==> config.mk <==
export PLATFORM = sky130hd
export DESIGN_NAME = waypoint_motion_stepper_core
export DESIGN_NICKNAME = d
export VERILOG_FILES = /design/src/rtl/core/wms_pkg.sv /design/src/rtl/core/wms_mul.sv /design/src/rtl/core/wms_cordic.sv /design/src/rtl/core/wms_div.sv /design/src/rtl/core/waypoint_motion_stepper_core.sv
export VERILOG_INCLUDE_DIRS = /design/src /design/src/rtl/core
export SDC_FILE = /design/constraint.sdc
export NUM_CORES = 2
export LEC_CHECK = 0
export BUFFER_PORTS_ARGS = -buffer_cell sky130_fd_sc_hd__buf_4
export CAP_MARGIN = 10
export CELL_PAD_IN_SITES_DETAIL_PLACEMENT = 1
export CELL_PAD_IN_SITES_GLOBAL_PLACEMENT = 1
export CORE_ASPECT_RATIO = 1.75
export CORE_MARGIN = 2
export CORE_UTILIZATION = 50
export CTS_CLUSTER_SIZE = 10
export DETAILED_ROUTE_END_ITERATION = 7
export PLACE_DENSITY_LB_ADDON = 0.25
export SYNTH_ARGS = -nofsm -noshare
export SYNTH_HDL_FRONTEND = slang
export SYNTH_SLANG_ARGS = --single-unit
==> constraint.sdc <==
create_clock -name i_clk -period 13.25 [get_ports i_clk]
set_clock_uncertainty 0.15 [all_clocks]
set_input_delay 1.325 -clock i_clk [delete_from_list [all_inputs] [get_ports i_clk]]
set_output_delay 1.325 -clock i_clk [all_outputs]
set_load 0.02 [all_outputs]
==> src/rtl/core/waypoint_motion_stepper_core_macros.svh <==
// Assertion macros for the waypoint motion stepper core.
// No dependencies; taken in by the top level.
`ifndef WAYPOINT_MOTION_STEPPER_CORE_MACROS_SVH
`define WAYPOINT_MOTION_STEPPER_CORE_MACROS_SVH
// condition implies property in the same cycle
`define WMS_ASSERT_NOW(label, clk, rst_n, ante, cons) \
    label: assert property (@(posedge clk) disable iff (!rst_n) (ante) |-> (cons)) \
        else $error("assertion failed");
// condition implies property in the next cycle
`define WMS_ASSERT_NEXT(label, clk, rst_n, ante, cons) \
    label: assert property (@(posedge clk) disable iff (!rst_n) (ante) |=> (cons)) \
        else $error("assertion failed");
`endif

==> src/rtl/core/wms_pkg.sv <==
// Package for the waypoint motion stepper: codes, constants, helpers.
// No dependencies.
package wms_pkg;
    localparam logic [1:0] OP_TICK    = 2'd0;
    localparam logic [1:0] OP_SET_TGT = 2'd1;
    localparam logic [1:0] OP_SET_POS = 2'd2;
    localparam logic [1:0] OP_SET_MOD = 2'd3;

    localparam logic [2:0] MODE_IDLE    = 3'd0;
    localparam logic [2:0] MODE_MOVING  = 3'd1;
    localparam logic [2:0] MODE_CARRY   = 3'd3;
    localparam logic [2:0] MODE_ARRIVED = 3'd5;

    localparam logic [1:0] CFG_SPEED = 2'd0;
    localparam logic [1:0] CFG_TURN  = 2'd1;
    localparam logic [1:0] CFG_REACH = 2'd2;

    localparam int HALF_TURN = 23040;
    localparam int FULL_TURN = 46080;
    localparam logic [29:0] GAIN_Q30 = 30'd652032874;
    localparam int CW = 32;   // CORDIC x/y width
    localparam int ZW = 26;   // CORDIC angle width
    localparam int DW = 31;   // distance width
    localparam int QW = 25;   // quotient width
    localparam int NW = 50;   // dividend width

    function automatic logic [20:0] wms_atan(input logic [4:0] i);
        logic [20:0] v;
        case (i)
            5'd0: v = 21'd1474560;  5'd1: v = 21'd870484;
            5'd2: v = 21'd459940;   5'd3: v = 21'd233473;
            5'd4: v = 21'd117189;   5'd5: v = 21'd58652;
            5'd6: v = 21'd29333;    5'd7: v = 21'd14667;
            5'd8: v = 21'd7334;     5'd9: v = 21'd3667;
            5'd10: v = 21'd1833;    5'd11: v = 21'd917;
            5'd12: v = 21'd458;     5'd13: v = 21'd229;
            5'd14: v = 21'd115;     5'd15: v = 21'd57;
            5'd16: v = 21'd29;      5'd17: v = 21'd14;
            5'd18: v = 21'd7;       5'd19: v = 21'd4;
            5'd20: v = 21'd2;       5'd21: v = 21'd1;
            default: v = 21'd0;
        endcase
        return v;
    endfunction

    // one-turn wrap to +-180 degrees
    function automatic logic signed [15:0] wms_wrap(input logic signed [19:0] a);
        logic signed [19:0] r;
        r = a;
        if (a > 20'sd23040) begin
            r = a - 20'sd46080;
        end else if (a < -20'sd23040) begin
            r = a + 20'sd46080;
        end
        return r[15:0];
    endfunction
endpackage

==> src/rtl/core/wms_mul.sv <==
// Shared registered multiplier, 32 x 32 unsigned.
// No dependencies.
module wms_mul (
    input  logic        i_clk,
    input  logic [31:0] i_a,
    input  logic [31:0] i_b,
    output logic [63:0] o_p
);
    logic [63:0] r_p;
    always_ff @(posedge i_clk) begin
        r_p <= i_a * i_b;
    end
    assign o_p = r_p;
endmodule

==> src/rtl/core/wms_cordic.sv <==
// Iterative CORDIC vectoring unit, one micro-rotation per cycle.
// Depends on wms_pkg.
module wms_cordic #(
    parameter int CORDIC_STEPS = 16
) (
    input  logic                       i_clk,
    input  logic                       i_rst_n,
    input  logic                       i_start,
    input  logic signed [24:0]         i_dx,
    input  logic signed [24:0]         i_dy,
    output logic                       o_done,
    output logic signed [wms_pkg::CW-1:0] o_x,
    output logic signed [wms_pkg::ZW-1:0] o_z
);
    import wms_pkg::*;
    localparam int IW = $clog2(CORDIC_STEPS);

    logic signed [CW-1:0] r_x, r_y, n_x, n_y, x0, y0, sx, sy;
    logic signed [ZW-1:0] r_z, n_z, at;
    logic [IW-1:0] r_i;
    logic r_busy, r_done;

    assign x0 = CW'(i_dx) <<< 4;
    assign y0 = CW'(i_dy) <<< 4;
    assign sx = r_x >>> r_i;
    assign sy = r_y >>> r_i;
    assign at = ZW'(wms_atan(5'(r_i)));

    always_comb begin
        if (r_y > 0) begin
            n_x = r_x + sy;
            n_y = r_y - sx;
            n_z = r_z + at;
        end else begin
            n_x = r_x - sy;
            n_y = r_y + sx;
            n_z = r_z - at;
        end
    end

    always_ff @(posedge i_clk) begin
        if (!i_rst_n) begin
            r_busy <= 1'b0;
            r_done <= 1'b0;
            r_i    <= '0;
        end else begin
            r_done <= 1'b0;
            if (i_start) begin
                r_busy <= 1'b1;
                r_i    <= '0;
                if (x0 < 0) begin
                    r_x <= -x0;
                    r_y <= -y0;
                    r_z <= (y0 >= 0) ? ZW'(HALF_TURN * 256) : -ZW'(HALF_TURN * 256);
                end else begin
                    r_x <= x0;
                    r_y <= y0;
                    r_z <= '0;
                end
            end else if (r_busy) begin
                r_x <= n_x;
                r_y <= n_y;
                r_z <= n_z;
                r_i <= r_i + IW'(1);
                if (r_i == IW'(CORDIC_STEPS - 1)) begin
                    r_busy <= 1'b0;
                    r_done <= 1'b1;
                end
            end
        end
    end

    assign o_done = r_done;
    assign o_x    = r_x;
    assign o_z    = r_z;
endmodule

==> src/rtl/core/wms_div.sv <==
// Restoring divider, one quotient bit per cycle.
// Depends on wms_pkg.
module wms_div (
    input  logic                   i_clk,
    input  logic                   i_rst_n,
    input  logic                   i_start,
    input  logic [wms_pkg::NW-1:0] i_num,
    input  logic [wms_pkg::DW-1:0] i_den,
    output logic                   o_done,
    output logic [wms_pkg::QW-1:0] o_quo
);
    import wms_pkg::*;
    localparam int CNW = $clog2(QW);

    logic [DW-1:0] r_rem, r_den;
    logic [QW-1:0] r_num;
    logic [DW:0]   t;
    logic [CNW-1:0] r_cnt;
    logic r_busy, r_done, qb;

    assign t  = {r_rem, r_num[QW-1]};
    assign qb = (t >= {1'b0, r_den});

    always_ff @(posedge i_clk) begin
        if (!i_rst_n) begin
            r_busy <= 1'b0;
            r_done <= 1'b0;
            r_cnt  <= '0;
        end else begin
            r_done <= 1'b0;
            if (i_start) begin
                r_busy <= 1'b1;
                r_cnt  <= '0;
                r_rem  <= DW'(i_num[NW-1:QW]);
                r_num  <= i_num[QW-1:0];
                r_den  <= i_den;
            end else if (r_busy) begin
                r_rem <= qb ? DW'(t - {1'b0, r_den}) : DW'(t);
                r_num <= {r_num[QW-2:0], qb};
                r_cnt <= r_cnt + CNW'(1);
                if (r_cnt == CNW'(QW - 1)) begin
                    r_busy <= 1'b0;
                    r_done <= 1'b1;
                end
            end
        end
    end

    assign o_done = r_done;
    assign o_quo  = r_num;
endmodule

==> src/rtl/core/waypoint_motion_stepper_core.sv <==
// Waypoint motion stepper core: sequencer, state and result register.
// Depends on wms_pkg, wms_mul, wms_cordic, wms_div and the macros header.
//
// channel  dir  handshake               contents
// s_axis   in   s_axis_tvalid/tready    tuser op; tdata coord_x, coord_y, tick_time, new_mode
// m_axis   out  m_axis_tvalid/tready    tdata pos_x, pos_y, heading, mode
// cfg      in   i_cfg_valid/o_cfg_ready index, data
//
// A moving tick runs the CORDIC pass and, unless it arrives first, two 25-bit serial
// divisions; set target runs the CORDIC pass alone; other requests go straight to
// the result. Synchronous active-low reset clears mode, state and handshakes. A
// stalled result holds the sequencer in its final step; one request at a time.
`include "waypoint_motion_stepper_core_macros.svh"
module waypoint_motion_stepper_core #(
    parameter int CORDIC_STEPS = 16
) (
    input  logic        i_clk,
    input  logic        i_rst_n,
    input  logic        s_axis_tvalid,
    output logic        s_axis_tready,
    input  logic [71:0] s_axis_tdata,   // coord_x, coord_y, tick_time, new_mode, zero pad
    input  logic [1:0]  s_axis_tuser,   // operation
    output logic        m_axis_tvalid,
    input  logic        m_axis_tready,
    output logic [71:0] m_axis_tdata,   // pos_x, pos_y, heading, mode, zero pad
    input  logic        i_cfg_valid,
    output logic        o_cfg_ready,
    input  logic [1:0]  i_cfg_index,
    input  logic [22:0] i_cfg_data
);
    import wms_pkg::*;

    typedef enum logic [10:0] {
        S_IDLE = 11'b00000000001, S_VEC = 11'b00000000010, S_GAIN = 11'b00000000100,
        S_DIST = 11'b00000001000, S_TURN = 11'b00000010000, S_STEP = 11'b00000100000,
        S_SX   = 11'b00001000000, S_WX  = 11'b00010000000, S_SY   = 11'b00100000000,
        S_WY   = 11'b01000000000, S_FIN = 11'b10000000000
    } t_state;

    t_state r_state;
    logic [19:0] r_speed;
    logic [22:0] r_turn_rate;
    logic [15:0] r_reach;
    logic signed [23:0] r_pos_x, r_pos_y, r_tgt_x, r_tgt_y;
    logic signed [15:0] r_heading;
    logic [2:0]  r_mode;
    logic signed [24:0] r_dx, r_dy;
    logic [15:0] r_tick;
    logic        r_is_tgt;
    logic [DW-1:0] r_dist;
    logic [23:0] r_step;
    logic        r_ovalid;
    logic [71:0] r_odata;

    logic s_acc;
    logic [1:0] op;
    logic signed [23:0] cx, cy;
    logic [2:0] nm;
    logic [31:0] mul_a, mul_b;
    logic [63:0] mul_p, gsum;
    logic cor_start, cor_done, div_start, div_done;
    logic signed [CW-1:0] cor_x;
    logic signed [ZW-1:0] cor_z, zr;
    logic [DW-1:0] dist_now;
    logic signed [15:0] bearing, diff;
    logic [22:0] turn_now;
    logic [15:0] adiff;
    logic signed [24:0] h2;
    logic [23:0] step_now, adx, ady;
    logic [QW-1:0] quo;
    logic [NW-1:0] div_num;

    assign op = s_axis_tuser;
    assign cx = s_axis_tdata[23:0];
    assign cy = s_axis_tdata[47:24];
    assign nm = s_axis_tdata[66:64];
    assign s_axis_tready = (r_state == S_IDLE);
    assign s_acc = s_axis_tvalid && s_axis_tready;
    assign o_cfg_ready = 1'b1;

    assign adx = r_dx[24] ? 24'(-r_dx) : 24'(r_dx);
    assign ady = r_dy[24] ? 24'(-r_dy) : 24'(r_dy);

    always_comb begin
        case (r_state)
            S_GAIN:  begin mul_a = cor_x[CW-1] ? '0 : 32'(cor_x); mul_b = 32'(GAIN_Q30); end
            S_DIST:  begin mul_a = 32'(r_turn_rate); mul_b = 32'(r_tick); end
            S_TURN:  begin mul_a = 32'(r_speed);     mul_b = 32'(r_tick); end
            S_STEP:  begin mul_a = 32'(adx);         mul_b = 32'(step_now); end
            default: begin mul_a = 32'(ady);         mul_b = 32'(r_step); end
        endcase
    end

    wms_mul u_mul (.i_clk(i_clk), .i_a(mul_a), .i_b(mul_b), .o_p(mul_p));

    assign cor_start = (r_state == S_IDLE) && s_acc && (op == OP_SET_TGT ||
        (op == OP_TICK && (r_mode == MODE_MOVING || r_mode == MODE_CARRY)));

    wms_cordic #(.CORDIC_STEPS(CORDIC_STEPS)) u_cordic (
        .i_clk(i_clk), .i_rst_n(i_rst_n), .i_start(cor_start),
        .i_dx((op == OP_SET_TGT ? 25'(cx) : 25'(r_tgt_x)) - 25'(r_pos_x)),
        .i_dy((op == OP_SET_TGT ? 25'(cy) : 25'(r_tgt_y)) - 25'(r_pos_y)),
        .o_done(cor_done), .o_x(cor_x), .o_z(cor_z)
    );

    assign gsum     = mul_p + 64'(32'h2000_0000);
    assign dist_now = gsum[DW+29:30];
    assign zr       = cor_z + ZW'(128);
    assign bearing  = wms_wrap(20'(zr >>> 8));
    assign diff     = wms_wrap(20'(bearing) - 20'(r_heading));
    assign adiff    = diff[15] ? 16'(-diff) : 16'(diff);
    assign turn_now = mul_p[38:16];
    assign h2       = (diff > 0) ? 25'(r_heading) + 25'(turn_now)
                                 : 25'(r_heading) - 25'(turn_now);
    assign step_now = mul_p[35:12];

    assign div_start = (r_state == S_SX) || (r_state == S_SY);
    assign div_num   = mul_p[NW-1:0] + NW'(r_dist >> 1);

    wms_div u_div (
        .i_clk(i_clk), .i_rst_n(i_rst_n), .i_start(div_start),
        .i_num(div_num), .i_den(r_dist), .o_done(div_done), .o_quo(quo)
    );

    always_ff @(posedge i_clk) begin
        if (!i_rst_n) begin
            r_state     <= S_IDLE;
            r_speed     <= '0;
            r_turn_rate <= '0;
            r_reach     <= 16'd512;
            r_pos_x     <= '0;
            r_pos_y     <= '0;
            r_tgt_x     <= '0;
            r_tgt_y     <= '0;
            r_heading   <= '0;
            r_mode      <= MODE_IDLE;
            r_ovalid    <= 1'b0;
        end else begin
            if (i_cfg_valid) begin
                case (i_cfg_index)
                    CFG_SPEED: r_speed     <= i_cfg_data[19:0];
                    CFG_TURN:  r_turn_rate <= i_cfg_data;
                    CFG_REACH: r_reach     <= i_cfg_data[15:0];
                    default:   ;
                endcase
            end
            if (m_axis_tvalid && m_axis_tready && r_state != S_FIN) r_ovalid <= 1'b0;
            case (r_state)
                S_IDLE: begin
                    if (s_acc) begin
                        r_tick   <= s_axis_tdata[63:48];
                        r_is_tgt <= (op == OP_SET_TGT);
                        r_dx     <= (op == OP_SET_TGT ? 25'(cx) : 25'(r_tgt_x)) - 25'(r_pos_x);
                        r_dy     <= (op == OP_SET_TGT ? 25'(cy) : 25'(r_tgt_y)) - 25'(r_pos_y);
                        r_state  <= cor_start ? S_VEC : S_FIN;
                        case (op)
                            OP_SET_TGT: begin r_tgt_x <= cx; r_tgt_y <= cy; end
                            OP_SET_POS: begin r_pos_x <= cx; r_pos_y <= cy; end
                            OP_SET_MOD: if (nm <= MODE_ARRIVED) r_mode <= nm;
                            default: ;
                        endcase
                    end
                end
                S_VEC:  if (cor_done) r_state <= S_GAIN;
                S_GAIN: r_state <= S_DIST;
                S_DIST: begin
                    r_dist <= dist_now;
                    if (dist_now <= DW'({r_reach, 4'd0})) begin
                        if (!r_is_tgt) begin
                            r_pos_x <= r_tgt_x;
                            r_pos_y <= r_tgt_y;
                        end
                        if (r_is_tgt || r_mode != MODE_CARRY) r_mode <= MODE_ARRIVED;
                        r_state <= S_FIN;
                    end else if (r_is_tgt) begin
                        if (r_mode != MODE_CARRY) r_mode <= MODE_MOVING;
                        r_state <= S_FIN;
                    end else begin
                        r_state <= S_TURN;
                    end
                end
                S_TURN: begin
                    if (23'(adiff) <= turn_now) r_heading <= bearing;
                    else r_heading <= wms_wrap(20'(h2));
                    r_state <= S_STEP;
                end
                S_STEP: begin
                    r_step <= step_now;
                    if (DW'(step_now) >= r_dist) begin
                        r_pos_x <= r_tgt_x;
                        r_pos_y <= r_tgt_y;
                        if (r_mode != MODE_CARRY) r_mode <= MODE_ARRIVED;
                        r_state <= S_FIN;
                    end else begin
                        r_state <= S_SX;
                    end
                end
                S_SX: r_state <= S_WX;
                S_WX: if (div_done) begin
                    r_pos_x <= r_dx[24] ? r_pos_x - 24'(quo) : r_pos_x + 24'(quo);
                    r_state <= S_SY;
                end
                S_SY: r_state <= S_WY;
                S_WY: if (div_done) begin
                    r_pos_y <= r_dy[24] ? r_pos_y - 24'(quo) : r_pos_y + 24'(quo);
                    r_state <= S_FIN;
                end
                S_FIN: begin
                    if (!r_ovalid || m_axis_tready) begin
                        r_ovalid <= 1'b1;
                        r_odata  <= {5'd0, r_mode, r_heading, r_pos_y, r_pos_x};
                        r_state  <= S_IDLE;
                    end
                end
                default: r_state <= S_IDLE;
            endcase
        end
    end

    assign m_axis_tvalid = r_ovalid;
    assign m_axis_tdata  = r_odata;

    `WMS_ASSERT_NEXT(a_busy_after_req, i_clk, i_rst_n, s_acc, !s_axis_tready)
    `WMS_ASSERT_NOW(a_heading_range, i_clk, i_rst_n, 1'b1,
        r_heading <= 16'sd23040 && r_heading >= -16'sd23040)
    `WMS_ASSERT_NOW(a_mode_code, i_clk, i_rst_n, 1'b1, r_mode <= MODE_ARRIVED)
    `WMS_ASSERT_NOW(a_div_only_moving, i_clk, i_rst_n, div_start,
        r_mode == MODE_MOVING || r_mode == MODE_CARRY)
endmodule
## Word-level counts from Yosys, hierarchy flattened

Memory sizes are Yosys's and may differ from the RTL's. A register that Yosys moved wholly into a read port is not among the register bits.
Cells that the tools add are included.
W data, S select, Z words.

| storage, ports and cells | value |
|---|---|
| output and inout port bits | 75 |
| bits of input ports | 104 |
| flip-flop bits (word level) | 626 |
| word-level logic and storage cells | 245 |
| bits in read-only memories | 336 |
| memories | 1 |

| cells by class | value |
|---|---|
| $add $sub $neg | 32 |
| shift operators | 2 |
| reduce and logical (&&, ||, !) cells | 39 |
| order comparisons | 15 |
| muxes and demuxes | 83 |
| multiply operators | 1 |
| bitwise logic cells | 3 |
| eq/ne operators | 37 |

Memory list:

| memory | depth | width | rd ports | clocked after memory_dff | wr ports | line | RTL |
|---|---|---|---|---|---|---|---|
| (no name shown) | 16 | 21 | 1 | 1 | 0 | wms_pkg.sv:29 | `case (i)` |

Operators by type and width:

| cell | count |
|---|---|
| $mux W24 | 16 |
| $mux W32 | 8 |
| $pmux W24 S4 | 2 |
| $mux W26 | 5 |
| $mux W16 | 8 |
| $mux W25 | 5 |
| $pmux W31 S4 | 1 |
| $pmux W11 S11 | 1 |
| $mux W11 | 9 |
| $mux W31 | 3 |
| $pmux W30 S3 | 1 |
| $add A32 B32 Y32 | 2 |
| $neg A29 Y32 | 2 |
| $sshr A32 B4 Y32 | 2 |
| $sub A32 B32 Y32 | 2 |
| $add A61 B30 Y61 const B | 1 |
| $mul A31 B30 Y61 | 1 |
| $add A50 B30 Y50 | 1 |
| $sub A25 B24 Y25 | 2 |
| $add A16 B16 Y16 const B | 3 |
| $add A24 B24 Y24 | 2 |
| $neg A24 Y24 | 2 |
| $sub A16 B16 Y16 const B | 3 |
| $sub A24 B24 Y24 | 2 |
| 67 further kinds | 128 |

## Depth between registers and ports, before layout

| logic depth | value |
|---|---|
| depth in word-level cells | 14 |
| gate-level depth with buffers | 48 |
| gate-level depth less buffers | 46 |

## Modules after synthesis

From an unflattened synthesis, not the netlist that was laid out.

| second synthesis, totals | value |
|---|---|
| cell total of the unflattened synthesis | 9524 |
| area total of the unflattened synthesis | 84567.4 µm² |

Modules (own cells, without submodules):

| module | instances | cells an instance | area each (µm²) | seq. area each (µm²) |
|---|---|---|---|---|
| wms_mul | 1 | 3805 | 34934.8 | 1281.2 |
| waypoint_motion_stepper_core | 1 | 3362 | 28257.1 | 9399.0 |
| wms_cordic | 1 | 1844 | 15549.9 | 3243.1 |
| wms_div | 1 | 513 | 5825.6 | 2752.6 |

## Worst setup path before layout

Ideal clock, no wire load.

| timing path | value |
|---|---|
| kind | register to register |
| from | register r_dy[5] |
| to | register u_mul.r_p[60], in the netlist u_mul.o_p[60] |
| required time | 13.028 ns |
| clock period less this slack | 10.745 ns |
| stages on the path, launching flop included | 40 |
| arrival time | 10.523 ns |
| buffers on the path | 1 |
| library setup time | 0.072 ns |
| slack | 2.505 ns |
| cell sequence | edfxtp_1 -> or4_1 -> nor4_1 -> nand2b_1 -> or2_2 -> or4_1 -> or4_1 -> o21ai_0 -> xnor2_1 -> a221oi_1 -> nand2_1 -> clkbuf_1 -> nand2_1 -> fa_1 -> inv_1 -> fa_1 -> fa_1 -> inv_1 -> (+4 left out) -> fa_1 -> ha_1 -> ha_1 -> a21o_1 -> a21oi_1 -> o21bai_1 -> a21o_1 -> a21o_1 -> a21o_1 -> a221o_1 -> a31oi_1 -> o31ai_1 -> a31oi_1 -> o21ai_0 -> o41ai_1 -> o21ai_0 -> a21oi_1 -> xnor2_1 |

| on the way | value |
|---|---|
| word-level cells in the longest chain between the ends | 4 |

RTL lines:

| item | line | RTL |
|---|---|---|
| from (decl) | waypoint_motion_stepper_core.sv:47 | `logic signed [24:0] r_dx, r_dy;` |
| from (signal assigned) | waypoint_motion_stepper_core.sv:154 | `r_dy <= (op == OP_SET_TGT ? 25'(cy) : 25'(r_tgt_y)) - 25'(r_pos_y);` |
| $neg A24 Y24 | waypoint_motion_stepper_core.sv:82 | `assign ady = r_dy[24] ? 24'(-r_dy) : 24'(r_dy);` |
| $mux W24 * | waypoint_motion_stepper_core.sv:82 |  |
| $pmux W31 S4 * | waypoint_motion_stepper_core.sv:85 | `case (r_state)` |
| $mul A31 B30 Y61 * | wms_mul.sv:11 | `r_p <= i_a * i_b;` |
| to (signal assigned) | wms_mul.sv:11 |  |
| to (decl) | wms_mul.sv:9 | `logic [63:0] r_p;` |

Mark *: on every way between the ends. The rest lies on a longest branch, timed or not.
A chain may end at the register's enable or synchronous reset.

## Worst setup path after layout

| timing path | value |
|---|---|
| from | register r_state[4] |
| to | register u_mul.r_p[60], in the netlist u_mul.o_p[60] |

| on the way | value |
|---|---|
| word-level cells in the longest chain between the ends | 4 |
| elaborated cells on any way between the ends | 8 |
| classes of those cells | 1 x mul; 4 x eq/ne; 2 x mux; 1 x reduce/logical |

RTL lines:

| item | line | RTL |
|---|---|---|
| from (decl) | waypoint_motion_stepper_core.sv:40 | `t_state r_state;` |
| from (signal assigned) | waypoint_motion_stepper_core.sv:155 | `r_state <= cor_start ? S_VEC : S_FIN;` |
| $eq A11 B5 Y1 or $eq A11 B4 Y1 (tied branches) | waypoint_motion_stepper_core.sv:85 |  |
| $reduce_or A2 Y1 (no line) | n/a |  |
| $pmux W30 S3 | waypoint_motion_stepper_core.sv:85 |  |
| $mul A31 B30 Y61 * | wms_mul.sv:11 |  |

Marks and branches as above.

==> flow_summary_export.csv <==
group,metric,value,unit
layout,final_common_cell,"inv_1",
timing,max_freq,79.6,MHz
global_routing,grt_max_degree,80,
status,status,"finished clean",
logic_synthesis,yosysWarnings,0,
worst_hold_path,hold_start,"r_speed[1]$_SDFFE_PN0P_",
global_routing,grt_pass1_vias,72300,
timing,tightest_slew,1.25,ns
timing,slew_headroom,0.162,
clock_network,clk_latency,0.71,ns
placed_design,buffer_ports.inserted,167,
worst_setup_path,critPathLaunch,"r_state[4]$_SDFFE_PN0P_",
worst_setup_path,arrival,13.00,ns
layout,final_cell_mix,"1222 x inv_1, 1218 x nand2_1, 729 x fa_1, 660 x ha_1, 553 x nor2_1",
floorplan,std_cell_rows,188,
clock_network,hold_buffers,0,
logic_synthesis,netlist_instances,8573,
routing,num_vias,65300,
worst_hold_path,worstHoldPathType,"reg -> reg",
floorplan,design.die.area,153000,um^2
worst_setup_path,required,13.69,ns
routing,first_pass_iters,6,
clock_network,cts_tree,"done",
floorplan,core,149000,um^2
worst_setup_path,crit_family,"adder cells",
clock_network,cts-buffers-inserted,78,
floorplan,die-height,516,um
worst_setup_path,cp-start-kind,"flop",
global_routing,antenna_found_initial,19,
placed_design,place.gp.congestion,1.00,
worst_setup_path,slowest_stage,"o41ai_1",
logic_synthesis,synth_ff_type,"edfxtp_1",
clock_network,cts_sinks,647,
timing,finalSetupViolCount,0,
routing,drt_iter0_drc,3682,
worst_setup_path,critPathMaxStageDelay,0.71,ns
global_routing,grt_overflow_total,0,
floorplan,ios,179,
worst_hold_path,holdPathStages,2,
worst_setup_path,crit_type,"reg -> reg",
worst_hold_path,whs_endpoint,"r_speed[1]$_SDFFE_PN0P_",
logic_synthesis,ys_ff_latch,647,
global_routing,track_usage,0.373,
run,cap_violations,0,
timing,period_needed,12.56,ns
layout,areaGrowthSynthToFinish,8.52,%
logic_synthesis,seq_area_frac_synth,0.222,
logic_synthesis,ys_types,100,
worst_setup_path,cp_max_fo,28,
clock_network,root_buffer,"clkbuf_16",
layout,nNetsFinal,10200,
clock_network,ctsLongestPathBuffers,3,
floorplan,die_w,297,um
global_routing,grt_pass1_wl,429,mm
floorplan,start_util,0.502,
worst_setup_path,r2r_slack,0.69,ns
routing,vias_per_cell,6.07,
timing,maxSlewViolCount,0,
worst_setup_path,worst-path-buf-inv,5,
logic_synthesis,netlist_area,75000,um^2
placed_design,hpwlAfterDp,234,mm
worst_setup_path,rr_endpoint,"u_mul.o_p[60]$_DFF_P_",
layout,drive_gt1_frac,0.0717,
routing,postRouteAntennaNets,0,
clock_network,htree_num_levels,3,
worst_setup_path,rr_startpoint,"r_state[4]$_SDFFE_PN0P_",
clock_network,post-cts-setup-buffers,0,
logic_synthesis,synth-edff-count,366,
routing,drc_errors,0,
worst_setup_path,cp_common_cell,"fa_1",
worst_setup_path,ff2ff_path_depth,41,
timing,min_period_over_period,0.948,
routing,routed_wl,288,mm
logic_synthesis,postSynthAreaPerCell,8.75,um^2
routing,routedWlPerCell,26.8,um
timing,hold_violations,0,
worst_setup_path,end_kind,"flop",
timing,fin_tns_setup,0,ns
clock_network,clkTransAtPathRegs,0.06,ns
logic_synthesis,async_flop_share,0,
timing,rsz0062_at_grt,"false",
## sequential cells by signal, summed over array words and instances (netlist names), 25 cells and up
name	flops
u_div.o_quo	25
u_mul.o_p	61
u_cordic.o_z	26
u_div.r_rem	31
r_dist	31
r_dy	25
u_cordic.o_x	32
u_cordic.r_y	32
m_axis_tdata	67
u_div.r_den	31
r_dx	25
## synthesized netlist by cell type (71+ instances only)
cell | instances | area share
clkbuf_1 | 271 | 0.014
nor3_1 | 112 | 0.0075
ha_1 | 660 | 0.11
nand2b_1 | 73 | 0.0061
nand2_1 | 1220 | 0.061
and2_1 | 135 | 0.011
inv_1 | 1223 | 0.061
nand3_1 | 105 | 0.0070
o21ai_0 | 346 | 0.023
a211oi_1 | 88 | 0.0088
fa_1 | 729 | 0.19
mux2i_1 | 97 | 0.013
nor2_1 | 559 | 0.028
xor2_1 | 209 | 0.024
edfxtp_1 | 366 | 0.15
xnor2_1 | 374 | 0.044
dfxtp_1 | 281 | 0.075
and3_1 | 75 | 0.0063
a21o_1 | 121 | 0.012
mux2_2 | 71 | 0.011
a21oi_1 | 514 | 0.034
## layer usage
layer  GRT usage  up-vias  part of all wire
met5           0        -           0.00031
met4       0.355       12              0.11
met3      0.0529     1220             0.053
met2       0.671     2448              0.51
met1       0.367    32900              0.33
li1            -    28700                 -
## cell type report
cell class                      count  area (um^2)
Fill cell                       17600        68000
Multi-Input combinational cell   6433        53000
Sequential cell                   647        16600
Inverter                         1226         4610
Tap cell                         1995         2500
Timing Repair Buffer              303         2290
Clock buffer                      129         2200
Clock inverter                     11          153
Antenna cell                       15         37.5
## worst min-delay path: stages, from the launching register on
cell and delay (ns):
dfxtp_1 0.31, nand2_1 0.05, a21oi_1 0.05
## logic make-up after synthesis
| logic type | synth area share |
|---|---|
| XOR/XNOR | 0.0689 |
| adder cells (fa/ha/maj) | 0.305 |
| AND/OR/NAND/NOR | 0.155 |
| flip-flops | 0.222 |
| AO/OA/AOI/OAI | 0.134 |
| multiplexers | 0.0353 |
| other | 0.000100 |
| buffers and inverters | 0.0795 |
## how the worst max path moves through the flow
stage,to,cells past startpoint,slack (ns)
2_1_floorplan,u_mul.o_p[60]$_DFF_P_,39,2.51
3_3_place_gp,u_mul.o_p[60]$_DFF_P_,39,0.79
3_5_place_dp,u_mul.o_p[60]$_DFF_P_,39,0.42
4_1_cts,u_mul.o_p[60]$_DFF_P_,39,0.32
5_1_grt,u_mul.o_p[60]$_DFF_P_,40,0.11
6_report,u_mul.o_p[60]$_DFF_P_,41,0.69
## per-stage QoR
stage	cells	setup WS [ns]	instance area, um^2	util	hold WS [ns]
2_1_floorplan	8641	2.51	75300	-	0.273
3_3_place_gp	10600	0.791	79000	0.529	0.291
3_5_place_dp	10600	0.419	79000	0.529	0.301
4_1_cts	10700	0.318	81400	0.545	0.309
5_1_grt	10700	0.108	81400	0.545	0.332
6_report	10800	0.691	81400	0.545	0.306
## repair_timing
item | in CTS | in global routing
setup endpoints to repair | 0 | 3
endpoints found under the hold margin | 0 | 0
resized for setup | 0 | 3
Power is not shown: default switching activity piles up to over one toggle a cycle in this logic, so the estimate is an artifact.
